### config.mk
export PLATFORM = sky130hd
export DESIGN_NAME = symbol_delta_stream_decoder
export DESIGN_NICKNAME = d
export VERILOG_FILES = /design/src/design/sdsd_pkg.sv /design/src/design/sdsd_front.sv /design/src/design/sdsd_queue.sv /design/src/design/sdsd_back.sv /design/src/design/symbol_delta_stream_decoder.sv
export SDC_FILE = /design/constraint.sdc
export NUM_CORES = 2
export LEC_CHECK = 0
export BUFFER_PORTS_ARGS = -buffer_cell sky130_fd_sc_hd__buf_4
export CORE_MARGIN = 3
export CORE_UTILIZATION = 40
export CTS_BUF_LIST = sky130_fd_sc_hd__clkbuf_2
export CTS_CLUSTER_SIZE = 14
export DETAILED_ROUTE_END_ITERATION = 7
export PLACE_DENSITY = 0.57
export SYNTH_ARGS = -nofsm -noshare
export SYNTH_HDL_FRONTEND = slang
export SYNTH_HIERARCHICAL = 1
export SYNTH_SLANG_ARGS = --single-unit
export TNS_END_PERCENT = 30
### constraint.sdc
create_clock -name clk -period 13.3 [get_ports clk]
set_input_delay 1.33 -clock clk [delete_from_list [all_inputs] [get_ports clk]]
set_output_delay 1.33 -clock clk [all_outputs]
set_load 0.03 [all_outputs]
### src/design/sdsd_pkg.sv
// shared command types and op-byte constants for the symbol delta stream decoder
`default_nettype none

package sdsd_pkg;

	// op byte bit positions
	localparam int unsigned OP_FILE_BIT   = 7;
	localparam int unsigned OP_FUNC_BIT   = 6;
	localparam int unsigned OP_LINE_BIT   = 5;
	localparam int unsigned OP_FSTART_BIT = 4;
	localparam int unsigned OP_INLINE_BIT = 3;

	// address step code that means an extra varint follows
	localparam logic [2:0] STEP_EXTRA = 3'h7;

	// command kinds passed from parser to executor
	typedef enum logic [1:0] {
		CMD_CHUNK,
		CMD_LFA,
		CMD_REC
	} cmd_kind_t;

	// one parsed command word
	typedef struct packed {
		cmd_kind_t   kind;
		logic [31:0] addr;
		logic [31:0] lfa;
		logic [7:0]  op;
		logic [31:0] d_file;
		logic [31:0] d_func;
		logic [31:0] d_line;
		logic [31:0] step;
		logic        cut;
	} cmd_t;

endpackage

`default_nettype wire

### src/design/sdsd_front.sv
// byte parser: varint assembly, op decode, command generation
`default_nettype none

module sdsd_front (
	input  wire logic              clk,
	input  wire logic              arst_n,
	input  wire logic              byte_valid,
	output logic                   byte_stall,
	input  wire logic [7:0]        stream_byte,
	input  wire logic              first_of_chunk,
	input  wire logic              last_of_chunk,
	input  wire logic [31:0]       chunk_start_addr,
	output logic                   push,
	output sdsd_pkg::cmd_t         push_cmd,
	input  wire logic              queue_full
);

	typedef enum logic [2:0] {
		PH_HDR,
		PH_OP,
		PH_FILE,
		PH_FUNC,
		PH_LINE,
		PH_ADDR,
		PH_IDLE
	} phase_t;

	localparam logic [5:0] SHIFT_CAP = 6'd35;
	localparam logic [5:0] SHIFT_TOP = 6'd32;

	// first field phase after 'from' that the op still needs, else PH_OP
	function automatic phase_t next_phase(input logic [7:0] op, input phase_t from);
		phase_t nxt;
		nxt = PH_OP;
		if (from < PH_FILE && op[sdsd_pkg::OP_FILE_BIT])
			nxt = PH_FILE;
		else if (from < PH_FUNC && op[sdsd_pkg::OP_FUNC_BIT])
			nxt = PH_FUNC;
		else if (from < PH_LINE && op[sdsd_pkg::OP_LINE_BIT])
			nxt = PH_LINE;
		else if (from < PH_ADDR && op[2:0] == sdsd_pkg::STEP_EXTRA)
			nxt = PH_ADDR;
		return nxt;
	endfunction

	function automatic logic [31:0] zigzag(input logic [31:0] v);
		return (v >> 1) ^ (32'd0 - {31'd0, v[0]});
	endfunction

	phase_t      phase_q;
	logic [31:0] acc_q;
	logic [5:0]  shift_q;
	logic [7:0]  held_q;
	logic [31:0] base_q;
	logic [31:0] pend_q [4];

	phase_t      ph_e;
	phase_t      ph_n;
	logic [31:0] acc_e;
	logic [31:0] acc_new;
	logic [31:0] acc_n;
	logic [5:0]  shift_e;
	logic [5:0]  shift_sum;
	logic [5:0]  shift_new;
	logic [5:0]  shift_n;
	logic [7:0]  held_e;
	logic [7:0]  held_n;
	logic [31:0] base_e;
	logic [31:0] pend_e [4];
	logic [31:0] pend_n [4];
	logic [31:0] extra_sum;
	logic        done;
	logic        accept;
	logic        push_c;
	logic        rec_c;
	logic        cut_c;
	logic [31:0] lfa_c;

	assign byte_stall = queue_full;
	assign accept     = byte_valid & ~queue_full;
	assign push       = accept & push_c;

	// effective state: chunk start clears context before the byte is used
	always_comb begin
		ph_e    = first_of_chunk ? PH_HDR : phase_q;
		acc_e   = first_of_chunk ? 32'd0 : acc_q;
		shift_e = first_of_chunk ? 6'd0 : shift_q;
		held_e  = first_of_chunk ? 8'd0 : held_q;
		base_e  = first_of_chunk ? chunk_start_addr : base_q;
		for (int i = 0; i < 4; i++)
			pend_e[i] = first_of_chunk ? 32'd0 : pend_q[i];
	end

	// varint byte merge
	always_comb begin
		done      = ~stream_byte[7];
		acc_new   = acc_e;
		if (shift_e < SHIFT_TOP)
			acc_new = acc_e | ({25'd0, stream_byte[6:0]} << shift_e[4:0]);
		shift_sum = shift_e + 6'd7;
		shift_new = (shift_sum > SHIFT_CAP) ? SHIFT_CAP : shift_sum;
	end

	// phase step and command build
	always_comb begin
		ph_n    = ph_e;
		acc_n   = acc_e;
		shift_n = shift_e;
		held_n  = held_e;
		for (int i = 0; i < 4; i++)
			pend_n[i] = pend_e[i];
		push_c  = first_of_chunk;
		rec_c   = 1'b0;
		cut_c   = 1'b0;
		lfa_c   = 32'd0;

		unique case (ph_e)
			PH_HDR: begin
				acc_n   = acc_new;
				shift_n = shift_new;
				if (done) begin
					lfa_c   = (acc_new != 32'd0) ? (base_e - acc_new) : 32'd0;
					push_c  = 1'b1;
					acc_n   = 32'd0;
					shift_n = 6'd0;
					ph_n    = PH_OP;
				end
			end
			PH_OP: begin
				held_n  = stream_byte;
				for (int i = 0; i < 4; i++)
					pend_n[i] = 32'd0;
				acc_n   = 32'd0;
				shift_n = 6'd0;
				ph_n    = next_phase(stream_byte, PH_OP);
				if (ph_n == PH_OP)
					rec_c = 1'b1;
			end
			PH_FILE, PH_FUNC, PH_LINE, PH_ADDR: begin
				acc_n   = acc_new;
				shift_n = shift_new;
				if (done) begin
					unique case (ph_e)
						PH_FILE: pend_n[0] = zigzag(acc_new);
						PH_FUNC: pend_n[1] = zigzag(acc_new);
						PH_LINE: pend_n[2] = zigzag(acc_new);
						default: pend_n[3] = acc_new;
					endcase
					acc_n   = 32'd0;
					shift_n = 6'd0;
					ph_n    = next_phase(held_e, ph_e);
					if (ph_n == PH_OP)
						rec_c = 1'b1;
				end
			end
			default: begin
				ph_n = PH_IDLE;
			end
		endcase

		// end of chunk: flush an open record with what has arrived
		if (last_of_chunk) begin
			if (ph_n == PH_FILE || ph_n == PH_FUNC || ph_n == PH_LINE || ph_n == PH_ADDR) begin
				unique case (ph_n)
					PH_FILE: pend_n[0] = zigzag(acc_n);
					PH_FUNC: pend_n[1] = zigzag(acc_n);
					PH_LINE: pend_n[2] = zigzag(acc_n);
					default: pend_n[3] = acc_n;
				endcase
				rec_c = 1'b1;
				cut_c = 1'b1;
			end
			ph_n    = PH_IDLE;
			acc_n   = 32'd0;
			shift_n = 6'd0;
		end

		if (rec_c)
			push_c = 1'b1;

		extra_sum       = pend_n[3] + 32'd7;
		push_cmd.kind   = rec_c ? sdsd_pkg::CMD_REC :
		                  (first_of_chunk ? sdsd_pkg::CMD_CHUNK : sdsd_pkg::CMD_LFA);
		push_cmd.addr   = base_e;
		push_cmd.lfa    = lfa_c;
		push_cmd.op     = held_n;
		push_cmd.d_file = pend_n[0];
		push_cmd.d_func = pend_n[1];
		push_cmd.d_line = pend_n[2];
		push_cmd.step   = (held_n[2:0] == sdsd_pkg::STEP_EXTRA) ?
		                  {extra_sum[29:0], 2'b00} : {27'd0, held_n[2:0], 2'b00};
		push_cmd.cut    = cut_c;
	end

	// parser state
	always_ff @(posedge clk or negedge arst_n) begin
		if (!arst_n) begin
			phase_q <= PH_HDR;
			acc_q   <= 32'd0;
			shift_q <= 6'd0;
			held_q  <= 8'd0;
			base_q  <= 32'd0;
			for (int i = 0; i < 4; i++)
				pend_q[i] <= 32'd0;
		end else if (accept) begin
			phase_q <= ph_n;
			acc_q   <= acc_n;
			shift_q <= shift_n;
			held_q  <= held_n;
			base_q  <= base_e;
			for (int i = 0; i < 4; i++)
				pend_q[i] <= pend_n[i];
		end
	end

endmodule

`default_nettype wire

### src/design/sdsd_queue.sv
// small command queue between parser and executor
`default_nettype none

module sdsd_queue #(
	parameter int unsigned DEPTH = 4
) (
	input  wire logic           clk,
	input  wire logic           arst_n,
	input  wire logic           push,
	input  sdsd_pkg::cmd_t      push_cmd,
	output logic                full,
	input  wire logic           pop,
	output sdsd_pkg::cmd_t      pop_cmd,
	output logic                empty
);

	localparam int unsigned AW = (DEPTH > 1) ? $clog2(DEPTH) : 1;
	localparam int unsigned CW = $clog2(DEPTH + 1);

	sdsd_pkg::cmd_t mem_q [DEPTH];
	logic [AW-1:0]  wr_ptr_q;
	logic [AW-1:0]  rd_ptr_q;
	logic [CW-1:0]  count_q;

	assign full    = (count_q == CW'(DEPTH));
	assign empty   = (count_q == '0);
	assign pop_cmd = mem_q[rd_ptr_q];

	// storage
	always_ff @(posedge clk) begin
		if (push)
			mem_q[wr_ptr_q] <= push_cmd;
	end

	// pointers and fill count
	always_ff @(posedge clk or negedge arst_n) begin
		if (!arst_n) begin
			wr_ptr_q <= '0;
			rd_ptr_q <= '0;
			count_q  <= '0;
		end else begin
			if (push)
				wr_ptr_q <= (wr_ptr_q == AW'(DEPTH - 1)) ? '0 : wr_ptr_q + 1'b1;
			if (pop)
				rd_ptr_q <= (rd_ptr_q == AW'(DEPTH - 1)) ? '0 : rd_ptr_q + 1'b1;
			if (push && !pop)
				count_q <= count_q + 1'b1;
			else if (pop && !push)
				count_q <= count_q - 1'b1;
		end
	end

endmodule

`default_nettype wire

### src/design/sdsd_back.sv
// executor: context accumulators, address tracking and record output register
`default_nettype none

module sdsd_back (
	input  wire logic               clk,
	input  wire logic               arst_n,
	input  sdsd_pkg::cmd_t          pop_cmd,
	input  wire logic               empty,
	output logic                    pop,
	output logic                    record_valid,
	input  wire logic               record_stall,
	output logic [31:0]             symbol_addr,
	output logic signed [31:0]      file_number,
	output logic signed [31:0]      function_number,
	output logic signed [31:0]      line_number,
	output logic [31:0]             function_offset,
	output logic                    is_function_start,
	output logic                    is_inline_record,
	output logic [31:0]             record_count,
	output logic                    cut_short
);

	logic [31:0] ctx_file_q [2];
	logic [31:0] ctx_func_q [2];
	logic [31:0] ctx_line_q [2];
	logic [31:0] cur_q;
	logic [31:0] lfa_q;
	logic [31:0] seen_q;
	logic        out_valid_q;

	logic [31:0] sym_q;
	logic [31:0] file_q;
	logic [31:0] func_q;
	logic [31:0] line_q;
	logic [31:0] foff_q;
	logic        fstart_q;
	logic        inline_q;
	logic [31:0] count_q;
	logic        cut_q;

	logic        is_rec;
	logic        sid;
	logic [31:0] file_n;
	logic [31:0] func_n;
	logic [31:0] line_n;
	logic [31:0] sym_n;
	logic [31:0] foff_n;
	logic        fstart;

	assign is_rec = (pop_cmd.kind == sdsd_pkg::CMD_REC);
	assign pop    = ~empty & (~is_rec | ~out_valid_q | ~record_stall);

	// record arithmetic
	always_comb begin
		sid    = pop_cmd.op[sdsd_pkg::OP_INLINE_BIT];
		fstart = pop_cmd.op[sdsd_pkg::OP_FSTART_BIT];
		file_n = ctx_file_q[sid] + pop_cmd.d_file;
		func_n = ctx_func_q[sid] + pop_cmd.d_func;
		line_n = ctx_line_q[sid] + pop_cmd.d_line;
		sym_n  = cur_q + pop_cmd.step;
		// a function start makes the offset zero
		foff_n = (fstart || lfa_q == 32'd0) ? 32'd0 : (sym_n - lfa_q);
	end

	// context and control state
	always_ff @(posedge clk or negedge arst_n) begin
		if (!arst_n) begin
			for (int i = 0; i < 2; i++) begin
				ctx_file_q[i] <= 32'd0;
				ctx_func_q[i] <= 32'd0;
				ctx_line_q[i] <= 32'd0;
			end
			cur_q       <= 32'd0;
			lfa_q       <= 32'd0;
			seen_q      <= 32'd0;
			out_valid_q <= 1'b0;
		end else begin
			// output word held until taken
			if (pop && is_rec)
				out_valid_q <= 1'b1;
			else if (!record_stall)
				out_valid_q <= 1'b0;
			if (pop) begin
				unique case (pop_cmd.kind)
					sdsd_pkg::CMD_CHUNK: begin
						for (int i = 0; i < 2; i++) begin
							ctx_file_q[i] <= 32'd0;
							ctx_func_q[i] <= 32'd0;
							ctx_line_q[i] <= 32'd0;
						end
						cur_q <= pop_cmd.addr;
						lfa_q <= pop_cmd.lfa;
					end
					sdsd_pkg::CMD_LFA: begin
						lfa_q <= pop_cmd.lfa;
					end
					sdsd_pkg::CMD_REC: begin
						ctx_file_q[sid] <= file_n;
						ctx_func_q[sid] <= func_n;
						ctx_line_q[sid] <= line_n;
						cur_q           <= sym_n;
						if (fstart)
							lfa_q <= sym_n;
						seen_q <= seen_q + 32'd1;
					end
					default: begin
						lfa_q <= lfa_q;
					end
				endcase
			end
		end
	end

	// output word register
	always_ff @(posedge clk) begin
		if (pop && is_rec) begin
			sym_q    <= sym_n;
			file_q   <= file_n;
			func_q   <= func_n;
			line_q   <= line_n;
			foff_q   <= foff_n;
			fstart_q <= fstart;
			inline_q <= sid;
			count_q  <= seen_q;
			cut_q    <= pop_cmd.cut;
		end
	end

	assign record_valid      = out_valid_q;
	assign symbol_addr       = sym_q;
	assign file_number       = $signed(file_q);
	assign function_number   = $signed(func_q);
	assign line_number       = $signed(line_q);
	assign function_offset   = foff_q;
	assign is_function_start = fstart_q;
	assign is_inline_record  = inline_q;
	assign record_count      = count_q;
	assign cut_short         = cut_q;

endmodule

`default_nettype wire

### src/design/symbol_delta_stream_decoder.sv
// top level of the symbol delta stream decoder
`default_nettype none

// Decodes a symbol chunk byte stream into one record word per op. A byte is
// taken every cycle while byte_stall is low; byte_stall rises only when the
// QUEUE_DEPTH-entry command queue between the byte parser and the executor is
// full, which happens only while the record output is held by record_stall.
// Each byte that completes a record (or ends a chunk inside one) yields a word
// once its command has passed the queue storage and the executor's output
// register. Sustained rate is one byte per cycle while byte_stall is low.
// A chunk starts on a byte with first_of_chunk set, which resets all
// context; bytes after a last_of_chunk byte are ignored until the next one.

module symbol_delta_stream_decoder #(
	parameter int unsigned QUEUE_DEPTH = 4
) (
	input  wire logic          clk,
	input  wire logic          arst_n,
	input  wire logic          byte_valid,
	output logic               byte_stall,
	input  wire logic [7:0]    stream_byte,
	input  wire logic          first_of_chunk,
	input  wire logic          last_of_chunk,
	input  wire logic [31:0]   chunk_start_addr,
	output logic               record_valid,
	input  wire logic          record_stall,
	output logic [31:0]        symbol_addr,
	output logic signed [31:0] file_number,
	output logic signed [31:0] function_number,
	output logic signed [31:0] line_number,
	output logic [31:0]        function_offset,
	output logic               is_function_start,
	output logic               is_inline_record,
	output logic [31:0]        record_count,
	output logic               cut_short
);

	logic           push;
	logic           pop;
	logic           full;
	logic           empty;
	sdsd_pkg::cmd_t push_cmd;
	sdsd_pkg::cmd_t pop_cmd;

	// byte parser
	sdsd_front u_front (
		.clk              (clk),
		.arst_n           (arst_n),
		.byte_valid       (byte_valid),
		.byte_stall       (byte_stall),
		.stream_byte      (stream_byte),
		.first_of_chunk   (first_of_chunk),
		.last_of_chunk    (last_of_chunk),
		.chunk_start_addr (chunk_start_addr),
		.push             (push),
		.push_cmd         (push_cmd),
		.queue_full       (full)
	);

	// command queue
	sdsd_queue #(
		.DEPTH (QUEUE_DEPTH)
	) u_queue (
		.clk      (clk),
		.arst_n   (arst_n),
		.push     (push),
		.push_cmd (push_cmd),
		.full     (full),
		.pop      (pop),
		.pop_cmd  (pop_cmd),
		.empty    (empty)
	);

	// executor and output register
	sdsd_back u_back (
		.clk               (clk),
		.arst_n            (arst_n),
		.pop_cmd           (pop_cmd),
		.empty             (empty),
		.pop               (pop),
		.record_valid      (record_valid),
		.record_stall      (record_stall),
		.symbol_addr       (symbol_addr),
		.file_number       (file_number),
		.function_number   (function_number),
		.line_number       (line_number),
		.function_offset   (function_offset),
		.is_function_start (is_function_start),
		.is_inline_record  (is_inline_record),
		.record_count      (record_count),
		.cut_short         (cut_short)
	);

endmodule

`default_nettype wire

[Word level (Yosys, flattened, before mapping)]
Memories as Yosys holds them, arrays and structs flattened.
Cells that the tools add are included.
Word-level totals
  bits in registers: 700
  memory bits (writable): 812
  input port bits: 46
  output and inout port bits: 197
  logic and storage cells: 211
  memories: 1
Memories
  u_queue.mem_q: depth 4, width 203, rd ports 1, clocked after memory_dff 0, wr ports 1, line sdsd_queue.sv:20  | sdsd_pkg::cmd_t mem_q [DEPTH];
Operators by class
  $add $sub $neg: 15
  $lt $le $gt $ge: 8
  equality and inequality tests: 21
  shift-type cells: 1
  multiplexer cells: 90
  bitwise gates (word level): 14
  reduce and logical (&&, ||, !) cells: 30
Operator list (count)
  $mux W32: 32
  $mux W128: 3
  $pmux W64 S2: 3
  $pmux W128 S2: 1
  $bwmux W64: 3
  $pmux W32 S2: 3
  $add A32 B32 Y32: 4
  $sub A32 B32 Y32: 2
  $xor A31 B32 Y32: 2
  $mux W3: 17
  $add A32 B1 Y32 const B: 1
  $demux W32 S1: 1
  $logic_not A32 Y1: 1
  $or A32 B32 Y32: 1
  $reduce_bool A32 Y1: 1
  $shl A7 B5 Y32: 1
  $add A30 B3 Y30 const B: 1
  $eq A3 B3 Y1 const B: 8
  $mux W6: 4
  $mux W8: 2
  $mux W1: 15
  $eq A3 B2 Y1 const B: 4
  $pmux W6 S2: 1
  $eq A3 B1 Y1 const B: 3
  other kinds (33): 65

[Logic depth before layout (Yosys ltp)]
  word-level depth: 23
  gate-level depth with buffers: 27

[By module]
Netlist, hierarchy kept.
Modules (own cells, without submodules)
  sdsd_queue: instances 1, cells an instance 1098, area each 29793.6 um^2, seq. area each 24558.6 um^2
  sdsd_back: instances 1, cells an instance 2414, area each 26367.8 um^2, seq. area each 13087.6 um^2
  sdsd_front: instances 1, cells an instance 2262, area each 18515.3 um^2, seq. area each 5180.0 um^2

[Worst setup path before layout]
No wires, ideal clock.
  path type: input -> register
  start point: input first_of_chunk
  end point: memory u_queue/mem_q[0][0] (netlist name) (enable)
  library setup time: 588 ps
  arrival time: 10238 ps
  setup slack: 2473 ps
  cell stages on the path: 21
  buffers on the path: 10
  cells stage by stage: buf_6 buf_6 buf_6 buf_4 buf_2 buf_1 clkbuf_1 clkbuf_1 buf_1 nor2b_1 ha_1 buf_2 and2b_1 a31oi_1 o221a_2 xnor2_1 nor2_1 a311o_1 nor2_1 a21oi_1 and2_1
Between the ends
  cells in the longest elaborated chain, start to end: 21
  elaborated cells between the ends (all ways): 46
  those cells by class: order compare (4); eq/ne (11); mux (21); bitwise (1); reduce/logical (9)
RTL lines
  start, declared: line symbol_delta_stream_decoder.sv:22  | input wire logic first_of_chunk,
  $mux W3 or $mux W8 (tied branches): line sdsd_front.sv:85, sdsd_front.sv:88
  $lt A3 B3 Y1 or $eq A3 B3 Y1 (tied branches): line sdsd_front.sv:41  | else if (from < PH_ADDR && op[2:0] == sdsd_pkg::STEP_EXTRA)
  $logic_and A1 B1 Y1: line sdsd_front.sv:41
  $mux W3: line sdsd_front.sv:41
  $mux W3: line sdsd_front.sv:39  | else if (from < PH_LINE && op[sdsd_pkg::OP_LINE_BIT])
  $mux W3: line sdsd_front.sv:37  | else if (from < PH_FUNC && op[sdsd_pkg::OP_FUNC_BIT])
  $mux W3: line sdsd_front.sv:35  | if (from < PH_FILE && op[sdsd_pkg::OP_FILE_BIT])
  $mux W3: line sdsd_front.sv:142  | if (done) begin
  [... 7 more ...]
  $mux W1: line sdsd_front.sv:163  | if (ph_n == PH_FILE || ph_n == PH_FUNC || ph_n == PH_LINE || ph_n == PH_ADDR) begin
  $mux W1 (*): line sdsd_front.sv:162  | if (last_of_chunk) begin
  named net u_front.rec_c: line sdsd_front.sv:75  | logic rec_c;
  $mux W1 (*): line sdsd_front.sv:178  | if (rec_c)
  $and A1 B1 Y1 (*): line sdsd_front.sv:81  | assign push = accept & push_c;
  named net push: line symbol_delta_stream_decoder.sv:38  | logic push;
  $mux W1 (*): line sdsd_queue.sv:31  | if (push)
  $mux W1 (not written as such) (*): line sdsd_queue.sv:32  | mem_q[wr_ptr_q] <= push_cmd;
  end, declared: line sdsd_queue.sv:20
The timed path passes the listed nets; every way through them passes the cells marked *. The select of a mux whose other input is x is not followed.

==> summary.md <==
| Metric | Value |
|---|---|
| Hold Violations, Final | 0 |
| Setup Total Neg Slack | 0 ns |
| Share of cells above drive strength 1 | 0.233 |
| Maximum number of pins on one net before global-route repair | approximately 140 |
| Setup Viol. Count Final | 0 |
| First-pass GRT wire length | ~330 mm |
| Combined buffer and inverter count along the critical path | 3 |
| Die Span Y | 436 um |
| PostCTS Resize Cnt | 0 |
| Floorplan die area | ~190000 um^2 |
| Total vias in the final route | approximately 50000 |
| Synth-to-Final Area Change | 10.7% |
| Unrepaired setup endpoints after global routing | false |
| Pre-CTS setup slack | 5.34 ns |
| Cell area after layout | 81700 um^2 |
| Length in cells of the worst reg-to-reg path | 22 |
| Wirelength, routed | approximately 220 mm |
| Crit Path Category | flop to flop |
| Number of global-route vias before repair | between 40000 and 50000 |
| CP required | between 10 and 15 ns |
| Gr ovfl total | 0 |
| Status | finished clean |
| H-Tree Level Count | 5 |
| GRT Overall Usage | 0.227 |
| Startpoint Class | flop |
| DP Wirelength | roughly 150 mm |
| CP most frequent cell | sky130_fd_sc_hd__a21oi_1 |
| Max VDD drop | ~140 uV |
| Max_cap viols | 0 |
| Avg Inst Size Synth | 12.9 um^2 |
| Buffer levels on the longest clock path | 4 |
| Post-route worst setup slack | between 5 and 6 ns |
| Post-CTS Setup Inserts | 0 |
| Clock Latency Late Sink | around 1.8 ns |
| Number of antenna violations at the first check in global routing | 12 |
| Final Cycle Share | 0.551 |
| Max incr delay on CP | 0.88 ns |
| WP depth | 22 |
| Via-per-instance ratio | 5.70 |
| DRC violation count after routing | 0 |
| Final-layout worst hold slack | 0.412 ns |
| Placeable Area | about 180000 um^2 |
| Area after detailed placement | between 70000 and 80000 um^2 |
| Max Transition Viols Final | 0 |
| Yosys Warn Count | 6 |
| Category of cells accounting for the largest share of critical-path delay | compound AO/OA/AOI/OAI gates |
| Destination of the worst register-to-register timing path | u_back/function_offset[31] |
| Clock tree from TritonCTS | built |
| Final net count | around 6400 |
| Tightest Pin Transition | between 1 and 1.5 ns |
| Peak Freq | 0.137 GHz |
| Clock-pin slew of the registers on the worst-case setup and hold paths | ~0.1 ns |
| Startpoint of the worst setup timing path | u_queue/rd_ptr_q[0] |
| Reported leakage power | 32.9 nW |
| Nature of the critical path endpoint | flop |
| CP max stage cell | sky130_fd_sc_hd__dfrtp_4 |
| Number of placed I/O pins | 243 |
| Number of buffers created by CTS | 389 |
| Worst-case clock skew | between 0.2 and 0.25 ns |
| Endpoint arrival time on the critical path | roughly 8.8 ns |
| Post-synthesis instance total | 5742 |
| Worst Setup EP | u_back/function_offset[31] |
| Starting utilization of the core area | 0.403 |
| Worst reg2reg startpoint | u_queue/rd_ptr_q[0] |
| Worst slew margin relative to its limit | 0.0911 |
| Mapped Area | between 70000 and 80000 um^2 |
| PnR Total Power | 22.1 mW |
| Clock Sink Count | 1486 |
| CP max FO | 37 |
| Input/output buffers | ~240 |
| Routability congestion estimate from global placement | about 0.94 |
| Std-Cell Rows | between 150 and 200 |
| Hold Crit Class | input port to flop |
| Total of hold buffers inserted after clock tree synthesis | 48 |
| Tmin final | approximately 7.3 ns |
| Worst setup slack for register-to-register paths | ~6.0 ns |
| Ordered list of cells on the worst path | buf_4, buf_4, mux4_2, ha_1, a21oi_1, o21ai_0, a21oi_1, o21ai_0, a21o_1, a21o_1, a21oi_1, xor2_1, inv_1, ha_1, nand2_1, nor2_1, nand2_1, a21oi_1, nor3_1, nor3b_1, nand3_1, nor3b_1 |
| Cell Pwr Density | ~270 nW/um^2 |
| DRT antenna net count | 0 |
| DR iter-0 viols | between 4000 and 5000 |
| DR pass1 iterations | 6 |
| Overall die width | ~440 um |
| Average wire per cell in the routed design | 24.7 um |
| Clock root buffer | sky130_fd_sc_hd__clkbuf_2 |
layout by cell type, fill, tap and decap left out, drive strengths merged, types with 91 or more instances in the layout:
cell and count:
dfrtp 503, clkinv 91, edfxtp 983, nor2 302
mux2 223, xnor2 165, nand2 522, a21o 117
mux4 198, a22o 243, ha 202, a21oi 277
buf 358, o21ai 305, clkbuf 592, inv 145
worst min path at each step:
stage / startpoint / endpoint / slack [ns] / cells past startpoint
after floorplan: u_back/seen_q[30] / u_back/record_count[30] / 0.42 / 0
after global placement: u_back/seen_q[30] / u_back/record_count[30] / 0.44 / 0
after detailed placement: u_back/seen_q[30] / u_back/record_count[30] / 0.45 / 0
after CTS: first_of_chunk / u_front/shift_q[0] / 0.11 / 4
after global routing: first_of_chunk / u_front/shift_q[0] / 0.30 / 4
final: first_of_chunk / u_front/shift_q[3] / 0.41 / 5
flip-flops by register name (all words and copies together) (netlist names), 64 cells and up:
| register | cells |
|---|---|
| u_back/ctx_file_q | 64 |
| u_back/ctx_func_q | 64 |
| u_back/ctx_line_q | 64 |
| u_front/pend_q | 126 |
| u_queue/mem_q | 788 |
power breakdown:
| group | internal, mW | total, mW | leakage [nW] | switching (mW) |
|---|---|---|---|---|
| Combinational | 4.25 | 11.8 | 14.2 | 7.56 |
| Clock | 1.28 | 3.17 | 2.72 | 1.89 |
| Sequential | 6.63 | 7.17 | 15.9 | 0.533 |
| Total | 12.2 | 22.1 | 32.9 | 9.98 |
per-layer routing:
metal	vias up	routed length, um	global-route usage
met4	6	7740	0.0863
li1	22900	-	-
met2	1940	94600	0.326
met3	411	17000	0.0511
met1	25500	101000	0.334
met5	-	39	0
stage by stage:
stage | utilization | instances
3_3_place_gp | 0.424 | 8154
4_1_cts | 0.446 | 8893
2_1_floorplan | - | 5743
6_report | 0.446 | 8904
3_5_place_dp | 0.424 | 8154
5_1_grt | 0.446 | 8897
worst min-delay path, stage by stage:
cell and delay [ns]:
sky130_fd_sc_hd__buf_4 0.24, sky130_fd_sc_hd__nor2b_1 0.15, sky130_fd_sc_hd__buf_4 0.19, sky130_fd_sc_hd__a22oi_1 0.10
sky130_fd_sc_hd__o22ai_1 0.13
area by class of cell:
cell class / instances / area [um^2]
Multi-Input combinational cell: 3703 / 29100
Sequential cell: 1486 / 42100
Tap cell: 2464 / 3080
Clock buffer: 592 / 2960
Inverter: 144 / 548
Fill cell: 16900 / 102000
Timing Repair Buffer: 405 / 3270
Clock inverter: 99 / 541
Antenna cell: 11 / 27.5
Power figures use the tool's default switching activity.
